File: src/hw/rtl/hbc_pkg.sv
// ----------------------------------------------------------------------------
// Hazard bubble counter package
// Constants, shared types and the instruction decoder.
// ----------------------------------------------------------------------------
`default_nettype none

package hbc_pkg;

  localparam int HIST_DEPTH  = 8;
  localparam int FILL_CYCLES = 7;

  localparam logic [5:0] TAG_EMPTY = 6'h3f;
  localparam logic [5:0] TAG_HILO  = 6'd33;
  localparam logic [5:0] TAG_RA    = 6'd31;

  // Opcodes
  localparam logic [5:0] OP_SPECIAL = 6'h00;
  localparam logic [5:0] OP_J       = 6'h02;
  localparam logic [5:0] OP_JAL     = 6'h03;
  localparam logic [5:0] OP_BEQ     = 6'h04;
  localparam logic [5:0] OP_BNE     = 6'h05;
  localparam logic [5:0] OP_ADDIU   = 6'h09;
  localparam logic [5:0] OP_ANDI    = 6'h0c;
  localparam logic [5:0] OP_LUI     = 6'h0f;
  localparam logic [5:0] OP_TRAP    = 6'h1a;
  localparam logic [5:0] OP_LW      = 6'h23;
  localparam logic [5:0] OP_SW      = 6'h2b;

  // Function codes
  localparam logic [5:0] FN_SLL  = 6'h00;
  localparam logic [5:0] FN_SRA  = 6'h03;
  localparam logic [5:0] FN_JR   = 6'h08;
  localparam logic [5:0] FN_MFHI = 6'h10;
  localparam logic [5:0] FN_MFLO = 6'h12;
  localparam logic [5:0] FN_MULT = 6'h18;
  localparam logic [5:0] FN_DIV  = 6'h1a;
  localparam logic [5:0] FN_ADDU = 6'h21;
  localparam logic [5:0] FN_SUBU = 6'h23;
  localparam logic [5:0] FN_SLT  = 6'h2a;

  // Trap codes
  localparam logic [3:0] TRAP_HALT  = 4'h0;
  localparam logic [3:0] TRAP_PRINT = 4'h1;
  localparam logic [3:0] TRAP_READ  = 4'h5;
  localparam logic [3:0] TRAP_NOP   = 4'ha;

  // Pipeline stages
  localparam logic [2:0] STG_NONE = 3'd0;
  localparam logic [2:0] STG_ID   = 3'd3;
  localparam logic [2:0] STG_EX1  = 3'd4;
  localparam logic [2:0] STG_EX2  = 3'd5;
  localparam logic [2:0] STG_MEM2 = 3'd7;

  typedef struct packed {
    logic       src0_v;
    logic [5:0] src0;
    logic [2:0] need0;
    logic       src1_v;
    logic [5:0] src1;
    logic [2:0] need1;
    logic       push_v;
    logic [5:0] push_tag;
    logic [2:0] push_rdy;
    logic       flush;
    logic       unimp;
  } dec_t;

  typedef struct packed {
    logic       push;
    logic [5:0] tag;
    logic [2:0] rdy;
  } hist_push_t;

  typedef struct packed {
    logic       hit;
    logic [2:0] rdy;
  } hist_hit_t;

  function automatic dec_t decode(logic [31:0] w, logic taken);
    dec_t       d;
    logic [5:0] op;
    logic [5:0] fn;
    logic [5:0] rs;
    logic [5:0] rt;
    logic [5:0] rd;
    op = w[31:26];
    fn = w[5:0];
    rs = {1'b0, w[25:21]};
    rt = {1'b0, w[20:16]};
    rd = {1'b0, w[15:11]};
    d = '0;
    d.push_tag = TAG_EMPTY;
    d.push_rdy = STG_NONE;
    case (op)
      OP_SPECIAL: begin
        case (fn)
          FN_SLL, FN_SRA: begin
            d.src0_v = 1'b1; d.src0 = rs; d.need0 = STG_EX1;
            d.push_v = 1'b1; d.push_tag = rd; d.push_rdy = STG_EX2;
          end
          FN_JR: begin
            d.flush  = 1'b1;
            d.src0_v = 1'b1; d.src0 = rs; d.need0 = STG_ID;
            d.push_v = 1'b1;
          end
          FN_MFHI, FN_MFLO: begin
            d.src0_v = 1'b1; d.src0 = TAG_HILO; d.need0 = STG_EX1;
            d.push_v = 1'b1; d.push_tag = rd; d.push_rdy = STG_MEM2;
          end
          FN_MULT, FN_DIV: begin
            d.src0_v = 1'b1; d.src0 = rs; d.need0 = STG_EX1;
            d.src1_v = 1'b1; d.src1 = rt; d.need1 = STG_EX1;
            d.push_v = 1'b1; d.push_tag = TAG_HILO; d.push_rdy = STG_MEM2;
          end
          FN_ADDU, FN_SUBU, FN_SLT: begin
            d.src0_v = 1'b1; d.src0 = rs; d.need0 = STG_EX1;
            d.src1_v = 1'b1; d.src1 = rt; d.need1 = STG_EX1;
            d.push_v = 1'b1; d.push_tag = rd; d.push_rdy = STG_EX2;
          end
          default: d.unimp = 1'b1;
        endcase
      end
      OP_J: begin
        d.flush = 1'b1; d.push_v = 1'b1;
      end
      OP_JAL: begin
        d.flush = 1'b1;
        d.push_v = 1'b1; d.push_tag = TAG_RA; d.push_rdy = STG_ID;
      end
      OP_BEQ, OP_BNE: begin
        d.src0_v = 1'b1; d.src0 = rs; d.need0 = STG_ID;
        d.src1_v = 1'b1; d.src1 = rt; d.need1 = STG_ID;
        d.push_v = 1'b1;
        d.flush  = taken;
      end
      OP_ADDIU, OP_ANDI: begin
        d.src0_v = 1'b1; d.src0 = rs; d.need0 = STG_EX1;
        d.push_v = 1'b1; d.push_tag = rt; d.push_rdy = STG_EX2;
      end
      OP_LUI: begin
        d.push_v = 1'b1; d.push_tag = rt; d.push_rdy = STG_EX2;
      end
      OP_TRAP: begin
        case (w[3:0])
          TRAP_HALT, TRAP_NOP: d.push_v = 1'b0;
          TRAP_PRINT: begin
            d.src0_v = 1'b1; d.src0 = rs; d.need0 = STG_EX1;
            d.push_v = 1'b1;
          end
          TRAP_READ: begin
            d.push_v = 1'b1; d.push_tag = rt; d.push_rdy = STG_EX2;
          end
          default: d.unimp = 1'b1;
        endcase
      end
      OP_LW: begin
        d.src0_v = 1'b1; d.src0 = rs; d.need0 = STG_EX1;
        d.push_v = 1'b1; d.push_tag = rt; d.push_rdy = STG_MEM2;
      end
      OP_SW: begin
        d.src0_v = 1'b1; d.src0 = rt; d.need0 = STG_MEM2;
        d.src1_v = 1'b1; d.src1 = rs; d.need1 = STG_MEM2;
        d.push_v = 1'b1;
      end
      default: d.unimp = 1'b1;
    endcase
    return d;
  endfunction

endpackage

`default_nettype wire

File: src/hw/rtl/hbc_hist.sv
// ----------------------------------------------------------------------------
// Hazard bubble counter history
// Shift history of destination tags and ready stages with a newest-first
// tag search.
// ----------------------------------------------------------------------------
`default_nettype none

module hbc_hist (
  input  wire                     clk,
  input  wire                     rst,
  input  wire hbc_pkg::hist_push_t push_in,
  input  wire logic [5:0]         query_tag,
  output hbc_pkg::hist_hit_t      hit_out
);

  logic [5:0] tags [hbc_pkg::HIST_DEPTH];
  logic [2:0] rdys [hbc_pkg::HIST_DEPTH];

  // Age every slot (floor at zero), shift by one, insert the new slot.
  always_ff @(posedge clk) begin
    if (rst) begin
      for (int i = 0; i < hbc_pkg::HIST_DEPTH; i++) begin
        tags[i] <= '0;
        rdys[i] <= '0;
      end
    end else if (push_in.push) begin
      for (int i = 1; i < hbc_pkg::HIST_DEPTH; i++) begin
        tags[i] <= tags[i-1];
        rdys[i] <= (rdys[i-1] != 3'd0) ? rdys[i-1] - 3'd1 : 3'd0;
      end
      tags[0] <= push_in.tag;
      rdys[0] <= push_in.rdy;
    end
  end

  // Newest match wins: scan oldest to newest, last hit overrides.
  always_comb begin
    hit_out = '0;
    for (int i = hbc_pkg::HIST_DEPTH - 1; i >= 0; i--) begin
      if (tags[i] == query_tag) begin
        hit_out.hit = 1'b1;
        hit_out.rdy = rdys[i];
      end
    end
  end

endmodule

`default_nettype wire

File: src/hw/rtl/hbc_satadd.sv
// ----------------------------------------------------------------------------
// Hazard bubble counter saturating adder
// Shared 32-bit adder that clamps at all ones on carry out.
// ----------------------------------------------------------------------------
`default_nettype none

module hbc_satadd (
  input  wire logic [31:0] a,
  input  wire logic [31:0] b,
  output logic      [31:0] y
);

  logic [32:0] sum;

  assign sum = {1'b0, a} + {1'b0, b};
  assign y   = sum[32] ? '1 : sum[31:0];

endmodule

`default_nettype wire

File: src/hw/rtl/pipeline_hazard_bubble_counter_core.sv
// Sequence from input beat to output valid: source checks, bubble shifts, one push,
//   six adder steps, one handoff.
// The input is ready only while idle, and a held output beat stalls the handoff of
//   the next result.
// Reset (rst, synchronous): history tags and ready stages cleared to zero, bubble,
//   flush and instruction totals cleared (cyc is not), no output beat pending.
// ----------------------------------------------------------------------------
// Pipeline hazard bubble counter core
// Decodes MIPS words, tracks an eight-slot destination history and reports
// bubble, flush, instruction and cycle totals per instruction.
// ----------------------------------------------------------------------------
`default_nettype none

module pipeline_hazard_bubble_counter_core (
  input  wire          clk,
  input  wire          rst,
  input  wire          s_tvalid,
  output logic         s_tready,
  input  wire  [31:0]  s_tdata,   // [31:0] instr_word
  input  wire  [0:0]   s_tuser,   // [0] branch_taken
  output logic         m_tvalid,
  input  wire          m_tready,
  output logic [135:0] m_tdata,   // [3:0] bubbles_now, [35:4] bubble_count,
                                  // [67:36] flush_count, [99:68] instr_count,
                                  // [131:100] cycle_count, [135:132] zero
  output logic [0:0]   m_tuser    // [0] unimplemented
);

  // Sequencer states
  localparam logic [2:0] ST_IDLE = 3'd0;  // wait for an input beat
  localparam logic [2:0] ST_CHK  = 3'd1;  // search history for one source
  localparam logic [2:0] ST_BUB  = 3'd2;  // shift in one bubble per cycle
  localparam logic [2:0] ST_PUSH = 3'd3;  // insert the instruction's own slot
  localparam logic [2:0] ST_ACC  = 3'd4;  // counter updates on the shared adder
  localparam logic [2:0] ST_DONE = 3'd5;  // hand result to the output register

  // Shared adder steps
  localparam logic [2:0] AS_INSTR = 3'd0;
  localparam logic [2:0] AS_BUB   = 3'd1;
  localparam logic [2:0] AS_FLUSH = 3'd2;
  localparam logic [2:0] AS_FILL  = 3'd3;
  localparam logic [2:0] AS_CBUB  = 3'd4;
  localparam logic [2:0] AS_CFL   = 3'd5;

  logic [2:0]          state;
  hbc_pkg::dec_t       dec;
  logic                src_sel;
  logic [2:0]          bub_left;
  logic [3:0]          bub_now;
  logic [2:0]          acc_step;
  logic [31:0]         bubble_total;
  logic [31:0]         flush_total;
  logic [31:0]         instr_total;
  logic [31:0]         cyc;

  hbc_pkg::hist_push_t hpush;
  hbc_pkg::hist_hit_t  hhit;
  logic [5:0]          cur_src;
  logic [2:0]          cur_need;
  logic                cur_v;
  logic                stall_hit;
  logic [31:0]         add_a;
  logic [31:0]         add_b;
  logic [31:0]         add_y;
  logic                in_beat;

  assign s_tready = (state == ST_IDLE);
  assign in_beat  = s_tvalid && s_tready;

  // Current source under check
  assign cur_src   = src_sel ? dec.src1  : dec.src0;
  assign cur_need  = src_sel ? dec.need1 : dec.need0;
  assign cur_v     = src_sel ? dec.src1_v : dec.src0_v;
  assign stall_hit = cur_v && hhit.hit && (hhit.rdy > cur_need);

  // History writes: a bubble is an empty slot with ready stage zero
  always_comb begin
    hpush.push = (state == ST_BUB) || ((state == ST_PUSH) && dec.push_v);
    hpush.tag  = (state == ST_BUB) ? hbc_pkg::TAG_EMPTY : dec.push_tag;
    hpush.rdy  = (state == ST_BUB) ? hbc_pkg::STG_NONE  : dec.push_rdy;
  end

  hbc_hist u_hist (
    .clk       (clk),
    .rst       (rst),
    .push_in   (hpush),
    .query_tag (cur_src),
    .hit_out   (hhit)
  );

  // Operand select for the shared adder; cycle count builds up in cyc
  always_comb begin
    case (acc_step)
      AS_INSTR: begin add_a = instr_total;  add_b = 32'd1; end
      AS_BUB:   begin add_a = bubble_total; add_b = {28'd0, bub_now}; end
      AS_FLUSH: begin add_a = flush_total;  add_b = {30'd0, dec.flush, 1'b0}; end
      AS_FILL:  begin add_a = instr_total;  add_b = 32'(hbc_pkg::FILL_CYCLES); end
      AS_CBUB:  begin add_a = cyc;          add_b = bubble_total; end
      AS_CFL:   begin add_a = cyc;          add_b = flush_total; end
      default:  begin add_a = '0;           add_b = '0; end
    endcase
  end

  hbc_satadd u_add (
    .a (add_a),
    .b (add_b),
    .y (add_y)
  );

  // Sequencer
  always_ff @(posedge clk) begin
    if (rst) begin
      state        <= ST_IDLE;
      src_sel      <= 1'b0;
      bub_left     <= '0;
      bub_now      <= '0;
      acc_step     <= AS_INSTR;
      bubble_total <= '0;
      flush_total  <= '0;
      instr_total  <= '0;
      m_tvalid     <= 1'b0;
    end else begin
      // Drop the output beat once taken, unless a new one is handed over now
      if (m_tvalid && m_tready && (state != ST_DONE)) begin
        m_tvalid <= 1'b0;
      end
      case (state)
        ST_IDLE: begin
          if (in_beat) begin
            src_sel  <= 1'b0;
            bub_now  <= '0;
            acc_step <= AS_INSTR;
            state    <= ST_CHK;
          end
        end
        ST_CHK: begin
          if (stall_hit) begin
            bub_left <= hhit.rdy - cur_need;
            state    <= ST_BUB;
          end else if (!src_sel) begin
            src_sel <= 1'b1;
          end else begin
            state <= ST_PUSH;
          end
        end
        ST_BUB: begin
          bub_left <= bub_left - 3'd1;
          bub_now  <= bub_now + 4'd1;
          // Last bubble: move on to the next source or to the push
          if (bub_left == 3'd1) begin
            if (!src_sel) begin
              src_sel <= 1'b1;
              state   <= ST_CHK;
            end else begin
              state <= ST_PUSH;
            end
          end
        end
        ST_PUSH: begin
          state <= ST_ACC;
        end
        ST_ACC: begin
          case (acc_step)
            AS_INSTR: instr_total  <= add_y;
            AS_BUB:   bubble_total <= add_y;
            AS_FLUSH: flush_total  <= add_y;
            default:  cyc          <= add_y;
          endcase
          if (acc_step == AS_CFL) begin
            state <= ST_DONE;
          end else begin
            acc_step <= acc_step + 3'd1;
          end
        end
        ST_DONE: begin
          // Hold until the output register is free
          if (!m_tvalid || m_tready) begin
            m_tvalid <= 1'b1;
            state    <= ST_IDLE;
          end
        end
        default: state <= ST_IDLE;
      endcase
    end
  end

  // Latch the decoded word on the input beat
  always_ff @(posedge clk) begin
    if (in_beat) begin
      dec <= hbc_pkg::decode(s_tdata, s_tuser[0]);
    end
  end

  // Output payload register
  always_ff @(posedge clk) begin
    if ((state == ST_DONE) && (!m_tvalid || m_tready)) begin
      m_tdata <= {4'd0, cyc, instr_total, flush_total, bubble_total, bub_now};
      m_tuser <= dec.unimp;
    end
  end

endmodule

`default_nettype wire

File: config.mk
export PLATFORM = sky130hd
export DESIGN_NAME = pipeline_hazard_bubble_counter_core
export DESIGN_NICKNAME = d
export VERILOG_FILES = /design/src/hw/rtl/hbc_pkg.sv /design/src/hw/rtl/hbc_hist.sv /design/src/hw/rtl/hbc_satadd.sv /design/src/hw/rtl/pipeline_hazard_bubble_counter_core.sv
export SDC_FILE = /design/constraint.sdc
export NUM_CORES = 1
export LEC_CHECK = 0
export ABC_AREA = 0
export BUFFER_PORTS_ARGS = -buffer_cell sky130_fd_sc_hd__buf_2
export CAP_MARGIN = 10
export CELL_PAD_IN_SITES_DETAIL_PLACEMENT = 0
export CELL_PAD_IN_SITES_GLOBAL_PLACEMENT = 1
export CORE_ASPECT_RATIO = 1.75
export CORE_UTILIZATION = 40
export DETAILED_ROUTE_END_ITERATION = 7
export PLACE_DENSITY = 0.77
export SLEW_MARGIN = 20
export SYNTH_ARGS = -nofsm -noshare
export SYNTH_HDL_FRONTEND = slang
export SYNTH_SLANG_ARGS = --single-unit
File: constraint.sdc
create_clock -name clk -period 8.6 [get_ports clk]
set_input_delay 0 -clock clk [delete_from_list [all_inputs] [get_ports clk]]
set_output_delay 0 -clock clk [all_outputs]
set_load 0.01 [all_outputs]
Word level (Yosys, flattened, before mapping)
Memory sizes are Yosys's and may differ from the RTL's. Index checks and enable logic that the tools add are counted.

Register bits: 308. Bits in writable memories: 72. Input port bits: 37. Word-level logic and storage cells: 239. Memories: 2.

Memories: u_hist.tags (depth 8, bits a word 6, read ports 8, clocked after Yosys merged registers in 0, write ports 8, RTL line hbc_hist.sv:16) `logic [5:0] tags [hbc_pkg::HIST_DEPTH];`; u_hist.rdys (depth 8, bits a word 3, read ports 8, clocked after Yosys merged registers in 0, write ports 8, RTL line hbc_hist.sv:17) `logic [2:0] rdys [hbc_pkg::HIST_DEPTH];`.

Add/subtract/negate cells: 12. $lt $le $gt $ge: 1. Equality and inequality tests: 50. Mux-type cells: 82. Bitwise operators: 18. Reduce and logical (&&, ||, !) cells: 51.

Operators with widths (number): $pmux 32 s6 (1); $pmux 32 s4 (1); $mux 3 (26); $mux 6 (10); $pmux 10 s3 (2); $pmux 10 s5 (1); $eq 6x6->1 (8); $pmux 9 s5 (1); $mux 4 (9); $add 32x32->33 (1); $mux 32 (1); $eq 6x5->1 const B (5); $eq 6x6->1 const B (5); $pmux 9 s3 (1); $eq 6x4->1 const B (4); $reduce_bool 3->1 (8); $sub 3x1->3 const B (8); $mux 10 (2); $eq 6x2->1 const B (3); $pmux 3 s6 (1); $mux 1 (17); $or 1x1->1 (16); $reduce_or 2->1 (7); $eq 3x2->1 const B (4); other kinds (36) (72).

Depth between registers and ports, before layout
Depth in word-level cells: 14. Gate-level depth with buffers: 23. Gate-level depth less buffers: 18.

Cells and area by module
A second synthesis with hierarchy kept.

Cells, all modules: 1690. Area, all modules: 17934.7 um^2.

Modules (own cells, without submodules): pipeline_hazard_bubble_counter_core (instances 1, cells each 1072, area each 12203.0 um^2); hbc_hist (instances 1, cells each 329, area each 3788.6 um^2); hbc_satadd (instances 1, cells each 289, area each 1943.1 um^2).

Least setup slack after synthesis
No wires, ideal clock.

Kind: register to register. Start: reg acc_step[2]. End: reg cyc[30], data pin. Setup time: 269 ps. Data arrival time: 4350 ps. Data required time: 8331 ps. Setup slack: 3982 ps. Stages on the path, launching flop included: 23. Buffers on the path: 6. Clock period less this slack: 4618 ps. Cells stage by stage: dfxtp_1 > clkbuf_1 > inv_1 > clkbuf_1 > clkbuf_1 > ha_1 > a21o_1 > clkbuf_1 > clkbuf_1 > a21oi_1 > nor2_1 > nor2_1 > a21oi_1 > ha_1 > buf_2 > a21oi_1 > o21ai_1 > a211oi_1 > nor2_1 > nor4_4 > a21oi_4 > a2111oi_2 > inv_1.

Longest elaborated chain between the ends: 5. Elaborated cells between the ends (all ways): 12. Classes of those cells: add/sub (1); eq/ne (5); mux (3); reduce/logical (3).

RTL lines: from (decl) (RTL line pipeline_hazard_bubble_counter_core.sv:50) `logic [2:0] acc_step;`; from (signal assigned) (RTL line pipeline_hazard_bubble_counter_core.sv:172) `acc_step <= acc_step + 3'd1;`; $eq 3x3->1, or another cell as far along (RTL line pipeline_hazard_bubble_counter_core.sv:93) `case (acc_step)`; $reduce_or 2->1 (no source line); $pmux 32 s4 (RTL line pipeline_hazard_bubble_counter_core.sv:93); $add 32x32->33 * (RTL line hbc_satadd.sv:15) `assign sum = {1'b0, a} + {1'b0, b};`; $mux 32 * (RTL line hbc_satadd.sv:16) `assign y = sum[32] ? '1 : sum[31:0];`; via add_y[30] (RTL line pipeline_hazard_bubble_counter_core.sv:64) `logic [31:0] add_y;`; to (signal assigned) (RTL line pipeline_hazard_bubble_counter_core.sv:167) `default: cyc <= add_y;`; to (decl) (RTL line pipeline_hazard_bubble_counter_core.sv:54) `logic [31:0] cyc;`.

The timed path passes the listed nets; every way through them passes the cells marked *. A chain may end at the register's enable or synchronous reset.

Worst setup path in the final report
Start: reg acc_step[1]. End: reg cyc[9], data pin.

Same word-level chain as after synthesis.

==> impl_metrics.env <==
export IMPL_status="finished, violations left"
export IMPL_violations="design-rule violations"
export IMPL_seq_area_frac_synth_pct=54.00
export IMPL_max_freq_ghz=0.1632
export IMPL_avgSynthCellArea_um2=10.40
export IMPL_slew_limit_headroom_pct=33.30
export IMPL_startpoint_type="flip-flop"
export IMPL_routed_via_count=14271
export IMPL_synth_area_leaders="edfxtp_1 40%, dfxtp_1 14%, a21oi_1 5.0%"
export IMPL_final_max_slew_viol_count=0
export IMPL_core_area_mm2=0.04593
export IMPL_fin_tns_setup_ns=0
export IMPL_synth_edff_count=248
export IMPL_hold_class="input port to flip-flop"
export IMPL_dpl_cell_count=2436
export IMPL_power_share_sequential_pct=52.4
export IMPL_synth_area_leader_cell="edfxtp_1"
export IMPL_finalNetCount=2021
export IMPL_power_leakage_nw=8.222
export IMPL_p_int_mw=2.917
export IMPL_p_comb_share_pct=7.5
export IMPL_p_clk_share_pct=40.1
export IMPL_syn_area_mm2=0.01857
export IMPL_crit_path_cell_trace="buf_4 -> inv_1 -> ha_1 -> a21o_2 -> buf_4 -> a222oi_1 -> a21oi_1 -> ha_1 -> a21oi_1 -> o21ai_0 -> a211oi_1 -> nor2_1 -> nor4_4 -> a21oi_4 -> buf_4 -> nor4_2 -> inv_1"
export IMPL_clockRootBuffer="clkbuf_16"
export IMPL_final_cell_mix="248 x edfxtp_1, 232 x nor2_1, 184 x a21oi_1, 165 x buf_2, 129 x dfxtp_1"
export IMPL_critical_path_class="flip-flop to flip-flop"
export IMPL_endpoint_kind="flip-flop"
export IMPL_yosys_warnings=0
export IMPL_die_area_mm2=0.04733
export IMPL_cp_required_ns=8.88
export IMPL_rsz0062_at_grt="no"
export IMPL_fin_cells=2535
export IMPL_min_from="s_tdata[0]"
export IMPL_gr_total_overflow=0
export IMPL_setup_viol=0
export IMPL_layout_commonest_cell="edfxtp_1"
export IMPL_worst_pin_slew_ns=0.9983
export IMPL_antenna_cells=0
export IMPL_fill_cells=4316
export IMPL_timing_hold_ws_ns=0.02462
export IMPL_grt_pass1_vias=14220
export IMPL_drive_gt1_share_pct=16.50
export IMPL_critPathSlowestCell="dfxtp_1"
export IMPL_start_util_pct=40.43
export IMPL_p_per_area_mw_per_mm2=178.3
export IMPL_reg2reg_from="acc_step[1]"
export IMPL_worst_path_largest_cell_delay_ns=0.71
export IMPL_htree_levels=2
export IMPL_via_per_inst=5.630
export IMPL_critPathArrivalTime_ns=6.41
export IMPL_ys_seq_elements=377
export IMPL_worstPathMaxFanout=45
export IMPL_cts_clk_slew_worst_paths_ns=0.06
export IMPL_drv_cap=0
export IMPL_ctsResizeCount=0
export IMPL_clockBufferDepth=3
export IMPL_reg2reg_depth=17
export IMPL_synth_top_area_share_pct=40.10
export IMPL_firstDrtPassIters=8
export IMPL_wire_per_inst_um=19.16
export IMPL_cts_buffers_inserted=36
export IMPL_timing_hold_violations_final=0
export IMPL_dieWidth_um=164.9
export IMPL_min_period_ns=6.128
export IMPL_die_h_um=287.1
export IMPL_grt_pass1_wl_um=76000
export IMPL_gp_congestion=0.9207
export IMPL_dp_hpwl_um=33520
export IMPL_cts_tree="done"
export IMPL_worstHoldPathCells=3
export IMPL_reg2reg_to="cyc[9]"
export IMPL_grt_usage_pct=20.68
export IMPL_ios=176
export IMPL_antenna_found_initial=0
export IMPL_grt_start_max_net_pins=88
export IMPL_finalCritPeriodShare_pct=71.26
export IMPL_worstSkewPairLatency_ns=0.55
export IMPL_async_flop_share_pct=0
export IMPL_drt_iter0_markers=1005
export IMPL_clock_sinks=377
export IMPL_r2r_slack_ns=2.47
export IMPL_synthCells=1785
export IMPL_power_switching_uw=876.1
export IMPL_critPathMostFrequentCell="buf_4"
export IMPL_drtAntennaViolNets=0
export IMPL_std_cell_rows=104
export IMPL_area_growth_pct=14.54
export IMPL_p_sw_share_pct=23.10
export IMPL_drt_wl_total_um=48570
export IMPL_synth_lib_cells_used_distinct=79
export IMPL_finalClockSkew_ns=0.04176
export IMPL_io_buffers=166
export IMPL_crit_family="compound AO/OA/AOI/OAI gates"
export IMPL_synth_ff_type="edfxtp_1"
export IMPL_drc_errors=1
export IMPL_peakVddDrop_mv=0.1419
export IMPL_path_buf_inv=5
export IMPL_holdPathEnd="dec[0]"
cell type report:
class,instances,area [µm²],area share (%)
clock buffers,47,952.2,4.476
clock inverters,18,155.1,0.7293
inverters,75,281.5,1.323
multi-input cells,1213,7786,36.60
flip-flops and latches,377,10030,47.15
well taps,583,729.5,3.429
repair buffers,222,1339,6.293
state kept, by name, summed over array words and instances (netlist names):
signal / count
cyc: 32
u_hist.tags: 48
state: 3
acc_step: 3
bubble_total: 32
dec: 29
bub_now: 4
u_hist.rdys: 24
bub_left: 3
instr_total: 32
m_tdata: 132
m_tuser: 1
src_sel: 1
flush_total: 32
m_tvalid: 1
worst max path at each step:
stage | start | end | slack [ns] | cells past startpoint
2_1_floorplan | acc_step[2] | cyc[30] | 3.98 | 22
3_5_place_dp | acc_step[1] | cyc[9] | 2.44 | 17
4_1_cts | acc_step[1] | cyc[9] | 2.44 | 17
6_report | acc_step[1] | cyc[9] | 2.47 | 17
3_3_place_gp | acc_step[1] | cyc[9] | 2.52 | 17
5_1_grt | acc_step[1] | cyc[9] | 2.03 | 17
stage by stage:
step | utilization [%] | power (mW) | setup slack (ns) | area, µm²
global route | 46.31 | 3.919 | 2.034 | 21270
CTS | 46.31 | 3.826 | 2.435 | 21270
global placement | 43.16 | 2.292 | 2.521 | 19830
detailed placement | 43.16 | 2.301 | 2.438 | 19830
finish | 46.31 | 3.793 | 2.472 | 21270
floorplan | - | 2.224 | 3.982 | 18580
synthesized netlist by cell type, types with 8 or more instances:
cell / number
edfxtp_1: 248
nor2_1: 233
a21oi_1: 184
dfxtp_1: 129
clkbuf_1: 99
o21ai_0: 95
nand2_1: 92
inv_1: 74
ha_1: 57
xnor2_1: 55
nor3_1: 43
a22oi_1: 39
and3_1: 38
a211oi_2: 35
a222oi_1: 30
a211oi_1: 29
nand3_1: 23
xor2_1: 23
nand2b_1: 18
or3_1: 15
buf_2: 14
a21o_1: 13
a31oi_1: 12
nand4_1: 12
nor2b_1: 12
nor2_2: 10
a22o_1: 9
mux2i_1: 9
and3b_1: 8
worst register-to-register path: cells and delay by family, from the launching register on:
kind | cells | cell delay [ns]
AND/OR/NAND/NOR | 3 | 1.08
flip-flops | 1 | 0.71
AO/OA/AOI/OAI | 7 | 1.93
buffers and inverters | 5 | 1.39
adder cells (fa/ha/maj) | 2 | 0.78
per-layer routing:
metal | GRT usage (%) | vias to the layer above | share of wire, %
met1 | 20.68 | 6845 | 35
met3 | 2.424 | 128 | 4.5
met5 | 0 | - | 0
li1 | - | 6835 | -
met2 | 40.62 | 463 | 56
met4 | 10.62 | 0 | 4.9
cells by family after synthesis:
family,count (synthesis),synth area share (%)
xor+xnor,78,3.678
flops,377,54.00
mux,18,1.273
compound gates,515,18.92
other cells,1,0.02019
simple gates,539,13.75
fa+ha+maj,59,4.055
buf+inv,198,4.298
power groups by stage:
stage | Sequential (mW) | Clock, mW | Combinational (mW)
finish | 1.99 | 1.52 | 0.283
global route | 1.99 | 1.61 | 0.314
CTS | 1.99 | 1.55 | 0.284
detailed placement | 2.03 | 0 | 0.273
global placement | 2.03 | 0 | 0.266
floorplan | 2.02 | 0 | 0.208
repair_timing:
action	4_1_cts	5_1_grt
hold buffers	34	0
hold endpoints to repair	30	0
buffers inserted	0	0
Power figures use the tool's default switching activity.
